**src/fdk_pkg.sv**
```systemverilog
// Shared types and constants for the keep-two-of-three FIR decimator.
// Holds sample and accumulator widths and the fixed Q15 tap weights.
// No dependencies.
package fdk_pkg;

  localparam int TAP_COUNT = 15;
  localparam int SAMPLE_W  = 16;
  localparam int COEF_W    = 16;
  localparam int PROD_W    = SAMPLE_W + COEF_W;
  // The sum of tap magnitudes is 14032, so any partial sum fits in 30 signed bits.
  localparam int ACC_W     = 30;
  localparam int FRAC_W    = 15;

  localparam int SAT_MAX   = 32767;
  localparam int SAT_MIN   = -32768;

  typedef logic signed [SAMPLE_W-1:0] sample_t;
  typedef logic signed [COEF_W-1:0]   coef_t;
  typedef logic signed [ACC_W-1:0]    acc_t;

  // Symmetric low-pass taps, tap 0 meets the newest sample.
  localparam coef_t COEF [TAP_COUNT] = '{
    -16'sd98, -16'sd212, 16'sd0, 16'sd687, 16'sd0, -16'sd1966, 16'sd0, 16'sd8106,
    16'sd0, -16'sd1966, 16'sd0, 16'sd687, 16'sd0, -16'sd212, -16'sd98
  };

  // Handover from the cell row to the output register.
  typedef struct packed {
    logic load;
    acc_t sum;
  } fdk_load_t;

endpackage

```
**src/fdk_cell.sv**
```systemverilog
// One cell of the transposed-form filter row: multiply the broadcast sample
// by this cell's tap weight and add the partial sum from the older neighbor.
// Depends on fdk_pkg.
module fdk_cell (
  input  logic           clk,
  input  logic           rst_n,
  input  logic           adv_i,
  input  fdk_pkg::sample_t sample_i,
  input  fdk_pkg::coef_t coef_i,
  input  fdk_pkg::acc_t  sum_i,
  output fdk_pkg::acc_t  sum_o
);
  import fdk_pkg::*;

  logic signed [PROD_W-1:0] prod;
  acc_t sum_r;
  acc_t sum_nxt;

  // Product of the new sample and the tap, plus the neighbor's partial sum.
  assign prod    = PROD_W'(sample_i) * PROD_W'(coef_i);
  assign sum_nxt = $signed(prod[ACC_W-1:0]) + sum_i;

  // The partial sum moves only when an item is taken.
  always_ff @(posedge clk) begin
    if (!rst_n) begin
      sum_r <= '0;
    end else if (adv_i) begin
      sum_r <= sum_nxt;
    end
  end

  assign sum_o = sum_r;

endmodule

```
**src/fdk_out.sv**
```systemverilog
// Output stage: floor shift of the full sum by the fraction width, clamp to
// the sample range, and hold the result until the receiver takes it.
// Depends on fdk_pkg.
module fdk_out (
  input  logic              clk,
  input  logic              rst_n,
  input  fdk_pkg::fdk_load_t load_i,
  input  logic              out_stall,
  output logic              free_o,
  output logic              out_valid,
  output fdk_pkg::sample_t  out_sample_out
);
  import fdk_pkg::*;

  acc_t    shifted;
  sample_t sat;
  logic    valid_r;
  logic    valid_nxt;
  sample_t data_r;

  // Arithmetic shift rounds toward minus infinity, then saturate.
  assign shifted = load_i.sum >>> FRAC_W;

  always_comb begin
    if (shifted > ACC_W'(SAT_MAX)) begin
      sat = SAMPLE_W'(SAT_MAX);
    end else if (shifted < ACC_W'(SAT_MIN)) begin
      sat = SAMPLE_W'(SAT_MIN);
    end else begin
      sat = shifted[SAMPLE_W-1:0];
    end
  end

  // The register can take a new item when empty or when its item leaves.
  assign free_o = !valid_r || !out_stall;

  always_comb begin
    if (load_i.load) begin
      valid_nxt = 1'b1;
    end else if (!out_stall) begin
      valid_nxt = 1'b0;
    end else begin
      valid_nxt = valid_r;
    end
  end

  always_ff @(posedge clk) begin
    if (!rst_n) begin
      valid_r <= 1'b0;
    end else begin
      valid_r <= valid_nxt;
    end
  end

  always_ff @(posedge clk) begin
    if (load_i.load) begin
      data_r <= sat;
    end
  end

  assign out_valid      = valid_r;
  assign out_sample_out = data_r;

endmodule

```
**src/fir_decimate_keep_two_of_three_core.sv**
```systemverilog
// 15-tap Q15 low-pass filter that keeps two samples out of every three.
// Throughput: one item per cycle while in_stall is low; the row of cells updates every accepted cycle.
// A kept item's sum is registered in cell 0, then in the output register once it is free, and is offered from there.
// Phase 2 items update the cells but produce no result.
// Reset (synchronous, active low) clears all partial sums, the phase and the output valid flag.
// Depends on fdk_pkg, fdk_cell and fdk_out.
module fir_decimate_keep_two_of_three_core (
  input  logic             clk,
  input  logic             rst_n,
  input  logic             in_valid,
  output logic             in_stall,
  input  fdk_pkg::sample_t in_sample_in,
  output logic             out_valid,
  input  logic             out_stall,
  output fdk_pkg::sample_t out_sample_out
);
  import fdk_pkg::*;

  localparam logic [1:0] PH_0 = 2'd0;
  localparam logic [1:0] PH_1 = 2'd1;
  localparam logic [1:0] PH_2 = 2'd2;

  logic      accept;
  logic      free;
  logic      take;
  logic [1:0] phase_r;
  logic [1:0] phase_nxt;
  logic      emit;
  logic      fresh_r;
  logic      fresh_nxt;
  acc_t      sums [TAP_COUNT+1];
  fdk_load_t load;

  // The newest sum sits in cell 0 until the output register takes it.
  assign take     = fresh_r && free;
  assign in_stall = fresh_r && !free;
  assign accept   = in_valid && !in_stall;

  // Row of cells, oldest tap at the far end fed with zero.
  assign sums[TAP_COUNT] = '0;

  for (genvar k = 0; k < TAP_COUNT; k++) begin : g_cell
    fdk_cell u_cell (
      .clk      (clk),
      .rst_n    (rst_n),
      .adv_i    (accept),
      .sample_i (in_sample_in),
      .coef_i   (COEF[k]),
      .sum_i    (sums[k+1]),
      .sum_o    (sums[k])
    );
  end

  // Phase counter picks which items produce a result.
  assign emit = (phase_r == PH_0) || (phase_r == PH_1);

  always_comb begin
    unique case (phase_r)
      PH_0:    phase_nxt = PH_1;
      PH_1:    phase_nxt = PH_2;
      default: phase_nxt = PH_0;
    endcase
  end

  always_comb begin
    if (accept) begin
      fresh_nxt = emit;
    end else if (take) begin
      fresh_nxt = 1'b0;
    end else begin
      fresh_nxt = fresh_r;
    end
  end

  always_ff @(posedge clk) begin
    if (!rst_n) begin
      phase_r <= PH_0;
      fresh_r <= 1'b0;
    end else begin
      if (accept) begin
        phase_r <= phase_nxt;
      end
      fresh_r <= fresh_nxt;
    end
  end

  // Output register with shift and clamp.
  assign load = '{load: take, sum: sums[0]};

  fdk_out u_out (
    .clk            (clk),
    .rst_n          (rst_n),
    .load_i         (load),
    .out_stall      (out_stall),
    .free_o         (free),
    .out_valid      (out_valid),
    .out_sample_out (out_sample_out)
  );

endmodule

```
**config.mk**
```make
export PLATFORM = sky130hd
export DESIGN_NAME = fir_decimate_keep_two_of_three_core
export DESIGN_NICKNAME = d
export VERILOG_FILES = /design/src/fdk_pkg.sv /design/src/fdk_cell.sv /design/src/fdk_out.sv /design/src/fir_decimate_keep_two_of_three_core.sv
export SDC_FILE = /design/constraint.sdc
export NUM_CORES = 2
export LEC_CHECK = 0
export ABC_CLOCK_PERIOD_IN_PS = 21100
export BUFFER_PORTS_ARGS = -buffer_cell sky130_fd_sc_hd__buf_2
export CORE_ASPECT_RATIO = 0.9
export CORE_UTILIZATION = 35
export CTS_CLUSTER_DIAMETER = 50
export DETAILED_ROUTE_END_ITERATION = 8
export GPL_TIMING_DRIVEN = 0
export PLACE_DENSITY_LB_ADDON = 0.12
export SYNTH_ARGS = -nofsm -noshare
export SYNTH_HDL_FRONTEND = slang
export SYNTH_SLANG_ARGS = --single-unit
```
**constraint.sdc**
```tcl
create_clock -name clk -period 21.1 [get_ports clk]
set_clock_uncertainty 0.2 [all_clocks]
set_input_delay 4.22 -clock clk [delete_from_list [all_inputs] [get_ports clk]]
set_output_delay 4.22 -clock clk [all_outputs]
set_load 0.02 [all_outputs]
```
==> Word-level counts from Yosys, hierarchy flattened <==
Cells that the tools add are included.
{ "op_classes": {"n_eq_ne": 2, "reduce_logical": 11, "order_cmp": 2, "n_mux": 6, "multipliers": 5, "addsub": 8} }
{ "op_table": {"columns": ["op", "count"], "rows": [
  ["30-bit adder", 8],
  ["16-bit by 11-bit multiplier with 27-bit output (second input constant)", 2],
  ["16-bit by 7-bit multiplier with 23-bit output (second input constant)", 2],
  ["16-bit by 13-bit multiplier with 29-bit output (second input constant)", 1],
  ["15-bit by 16-bit > comparator with 1-bit output (second input constant)", 1],
  ["15-bit by 16-bit < comparator with 1-bit output (second input constant)", 1],
  ["16-bit two-way mux", 1],
  ["1-bit logical NOT", 4],
  ["1-bit two-way mux", 4],
  ["2-bit one-hot mux with 2 select lines", 1],
  ["1-bit logical AND", 3],
  ["2-bit by 1-bit == test with 1-bit output (second input constant)", 1],
  ["2-bit logical NOT", 1],
  ["1-bit logical OR", 2],
  ["2-bit by 1-bit != test with 1-bit output (second input constant)", 1],
  ["2-bit nonzero test", 1]
]} }
{ "totals": {"reg_bits": 469, "elab_cells": 53} }

==> Logic depth before layout (Yosys ltp) <==
{ "depth": {"word_depth": 7, "ltp_mapped": 31, "depth_no_buf": 31} }

==> Modules after synthesis <==
A second synthesis with hierarchy kept.
{ "unflattened": {"cells_unflattened": 18995, "hier_area_um2": 173331.2} }
{ "modules_own_cells": {"columns": ["mod", "cells_per_inst", "n_inst", "area_each_um2"], "rows": [
  ["fdk_cell (g_cell[11].u_cell ...)", 1263, 11, 11499.8],
  ["fdk_cell (g_cell[8].u_cell)", 1275, 1, 11577.4],
  ["fdk_cell (g_cell[0].u_cell)", 1257, 1, 11554.8],
  ["fdk_cell (g_cell[10].u_cell)", 1265, 1, 11499.8],
  ["fdk_cell (g_cell[9].u_cell)", 1250, 1, 11462.2],
  ["fdk_out", 36, 1, 575.6],
  ["fir_decimate_keep_two_of_three_core", 19, 1, 163.9]
]} }

==> Least setup slack after synthesis <==
Ideal clock, no wire load.
{ "synth_path": {"path_kind": "input port to flip-flop", "start": "in in_sample_in[9]", "end": "reg g_cell[0].u_cell.sum_r[29]", "path_slack_ns": 10.359, "setup_ns": 0.062, "path_stages": 29, "t_arrival_ns": 10.479, "path_buffers": 0, "cell_sequence": "inv_1 > fa_1 > inv_1 > ha_1 > inv_1 > fa_1 > fa_1 > inv_1 > ha_1 > a21oi_1 > o21ai_0 > a2111oi_0 > and3b_1 > a311oi_1 > o21bai_1 > a21o_1 > a21oi_1 > xnor2_1 > ha_1 > a21o_1 > a21o_1 > a21o_1 > a21oi_1 > nor2_1 > a221o_1 > o41ai_1 > xor2_1 > or3_1 > nand3_1"} }
{ "synth_between": {"elab_chain_cells": 2} }
{ "synth_rtl": {"columns": ["item", "line_no", "rtl"], "rows": [
  ["from (decl)", "fir_decimate_keep_two_of_three_core.sv:12", "input fdk_pkg::sample_t in_sample_in,"],
  ["16-bit by 7-bit multiplier with 23-bit output", "fdk_cell.sv:20", "assign prod = PROD_W'(sample_i) * PROD_W'(coef_i);"],
  ["named net g_cell[0].u_cell.prod[21]", "fdk_cell.sv:15", "logic signed [PROD_W-1:0] prod;"],
  ["30-bit adder", "fdk_cell.sv:21", "assign sum_nxt = $signed(prod[ACC_W-1:0]) + sum_i;"],
  ["to (signal assigned)", "fdk_cell.sv:28", "sum_r <= sum_nxt;"],
  ["to (decl)", "fdk_cell.sv:16", "acc_t sum_r;"]
]} }
The timed path passes the listed nets, and every way through them passes these cells.
A chain may end at the register's enable or synchronous reset.

==> Worst setup path in the final report <==
{ "layout_path": {"start": "in in_sample_in[0]", "end": "reg g_cell[7].u_cell.sum_r[29]"} }
{ "layout_between": {"elab_chain_cells": 2} }
{ "layout_rtl": {"columns": ["item", "line_no"], "rows": [
  ["16-bit by 13-bit multiplier with 29-bit output", "fdk_cell.sv:20"],
  ["30-bit adder", "fdk_cell.sv:21"],
  ["to (signal assigned)", "fdk_cell.sv:28"],
  ["to (decl)", "fdk_cell.sv:16"]
]} }
No other way between the ends.

==> metrics.cfg <==
[cts]
clk_latency_ns = 0.61
htree_levels = 2
clockBufferDepth = 3
clock-root-buffer = clkbuf_16
cts_tree = built
numCtsBuffers = 47
holdBufCountCts = 0
ctsResizeCount = 0
cts.reportedPaths.clkPinSlew_ns = 0.06
clock-sinks = 440
cts_setup_buffers = 0

[setup_path]
end_kind = flop
critPathKind = in -> reg
start_kind = primary input
timing.rr.end = g_cell[0].u_cell.sum_o[26]
cp.required_ns = 21.36
crit_top_cell = ha_1
worstReg2RegStart = u_out.out_valid
arrival_ns = 13.04
cpLargestDelayFamily = adder cells
cpPeakStageDelay_ns = 1.09
reg2reg_slack_ns = 16.38
ff2ff_path_depth = 7
critPathMaxFanout = 23
crit_slowest_cell = ha_1
crit_buf_inv = 4

[grt]
grt_pass1_vias = 31300
grt_start_max_net_pins = 46
antenna_found_initial = 5
grt.total_usage = 0.255
overflow = 0
grt_pass1_wl_um = 215000

[synthesis]
synth-simple-area-share = 0.143
syn-num-nets = 5578
synthMuxAreaShare = 0.00378
synth-xor-area-share = 0.0641
synth_top_family_by_area = adder cells
async_flop_share = 0
synth_compound_area_frac = 0.191
netlist_instances = 4756
synthAdderAreaFrac = 0.301
ys_seq_area_frac = 0.224
synth_cell_types = 84
synth_warnings = 0
synth.avg_cell_area_um2 = 8.42
synth_ff_type = dfxtp_1
synth_area_um2 = 40000
ys_ff_latch = 440
synth_edf_count = 16

[layout]
final_cells = 6371
final_util = 0.385
final_nets = 5666
multi_input_area_um2 = 28200
nFillCells = 11800
syn_to_final_growth_pct = 9.01
drive_gt1_frac = 0.0344
seqCellArea_um2 = 8970

[floorplan]
die_height_um = 323
dieArea_um2 = 116000
coreArea_um2 = 113000
std_cell_rows = 117
ioPinCount = 38
start_util = 0.353
die_x_um = 359

[route]
drc = 0
drtIter0Drc = 2424
wl_per_cell_um = 23.2
ant_nets = 0
wirelength_um = 148000
firstDrtPassIters = 5
post_drt_via_cell_ratio = 5.14
via_count = 32800

[placement]
portBuffers = 36
gp_congestion = 0.959
dp_cells = 6282
dp_hpwl_um = 123000

[hold_path]
hold_end = g_cell[0].u_cell.sum_o[24]
hold_path_depth = 2
hp-class = reg -> reg
worstHoldStart = g_cell[0].u_cell.sum_o[24]

[timing]
rsz0062_at_grt = no
tightest_slew_ns = 1.37
fmax_mhz = 78.2
whs_ns = 0.248
period_minus_slack_ns = 12.78
slew_headroom = 0.0885
slew_violations = 0
fin_crit_sh = 0.606
setup_tns_ns = 0
finalHoldViolCount = 0
setup_viol = 0

[job]
cap_violations = 0

[outcome]
status = finished clean

## area by class of cell
cell class / count / area share
multi-input cells: 3538 / 0.646
repair buffers: 39 / 0.00502
clock inverters: 24 / 0.00447
inverters: 609 / 0.0524
diodes: 3 / 0.000172
well taps: 1487 / 0.0426
clock buffers: 62 / 0.0296
flip-flops and latches: 440 / 0.205
plain buffers: 169 / 0.0146
## synth_stat cells, types with 24 or more instances
master / instances / area share
fa_1: 268 / 0.13
nand2_1: 708 / 0.066
nand4_1: 32 / 0.0050
a21o_1: 129 / 0.024
and3_1: 24 / 0.0037
nor2_1: 154 / 0.014
nor2b_1: 34 / 0.0053
o21a_1: 45 / 0.0084
dfxtp_1: 424 / 0.21
or3_1: 24 / 0.0037
o21bai_1: 33 / 0.0062
o21ai_0: 246 / 0.031
nand2b_1: 32 / 0.0050
clkbuf_1: 157 / 0.015
a21oi_1: 218 / 0.027
and2_1: 123 / 0.019
ha_1: 534 / 0.17
a211oi_1: 34 / 0.0064
o21ai_1: 41 / 0.0051
nand3_1: 64 / 0.0080
xnor2_1: 162 / 0.035
a21boi_0: 219 / 0.041
nor3_1: 32 / 0.0040
xor2_1: 125 / 0.027
inv_1: 608 / 0.057
## cells in the final DEF (no fill, tap or decap), types with 41 or more instances in the layout
master	count
o21ai_0	246
nand2_1	708
nand3_1	64
fa_1	268
clkbuf_1	166
a21boi_0	218
clkbuf_16	47
a21o_1	129
o21ai_1	41
nor2_1	154
and2_1	123
dfxtp_1	424
xnor2_1	160
inv_1	608
o21a_1	45
a21oi_1	218
ha_1	534
xor2_1	125
## registers in the layout (all words and copies together) (netlist names)
signal                count
u_out.out_valid           1
g_cell.u_cell.sum_o     420
phase_r                   2
fresh_r                   1
u_out.out_sample_out     16
## worst max path at each step
| stage | cells past startpoint | end | startpoint | slack, ns |
|---|---|---|---|---|
| finish | 27 | g_cell[7].u_cell.sum_o[29] | in_sample_in[0] | 8.32 |
| global route | 28 | g_cell[7].u_cell.sum_o[29] | in_sample_in[0] | 8.04 |
| CTS | 27 | g_cell[7].u_cell.sum_o[29] | in_sample_in[0] | 8.32 |
| detailed placement | 27 | g_cell[7].u_cell.sum_o[29] | in_sample_in[0] | 7.68 |
| global placement | 27 | g_cell[7].u_cell.sum_o[29] | in_sample_in[0] | 7.67 |
| floorplan | 29 | g_cell[0].u_cell.sum_o[29] | in_sample_in[9] | 10.36 |
## through the flow
step / instance area [um^2] / setup slack [ns]
detailed placement: 42200 / 7.68
CTS: 43600 / 8.32
global placement: 42100 / 7.67
global route: 43600 / 8.04
finish: 43700 / 8.32
floorplan: 40000 / 10.36
## worst min-delay path, delay by kind of cell (launching register included)
kind	cells	cell delay (ns)
AOI/OAI and AO/OA	1	0.05
DFF	1	0.31
and+or+nand+nor	1	0.05
## metal layers
layer	wire [um]	global-route usage	share of wire
met1	72700	0.376	0.49
met2	61300	0.377	0.41
met3	8780	0.0411	0.059
met4	4960	0.0771	0.034
met5	0	0	0
## cells by family (layout without fill, tap and decap cells)
logic type	after synthesis	in the layout
multiplexers	15	15
XOR/XNOR	290	290
flip-flops	440	440
buffers and inverters	778	903
AND/OR/NAND/NOR	1272	1272
AO/OA/AOI/OAI	1159	1159
other	0	3
adder cells (fa/ha/maj)	802	802
Power is left out: the tool's default activity adds up to more than one toggle a clock period on the data nets, which glitch-free logic cannot reach.
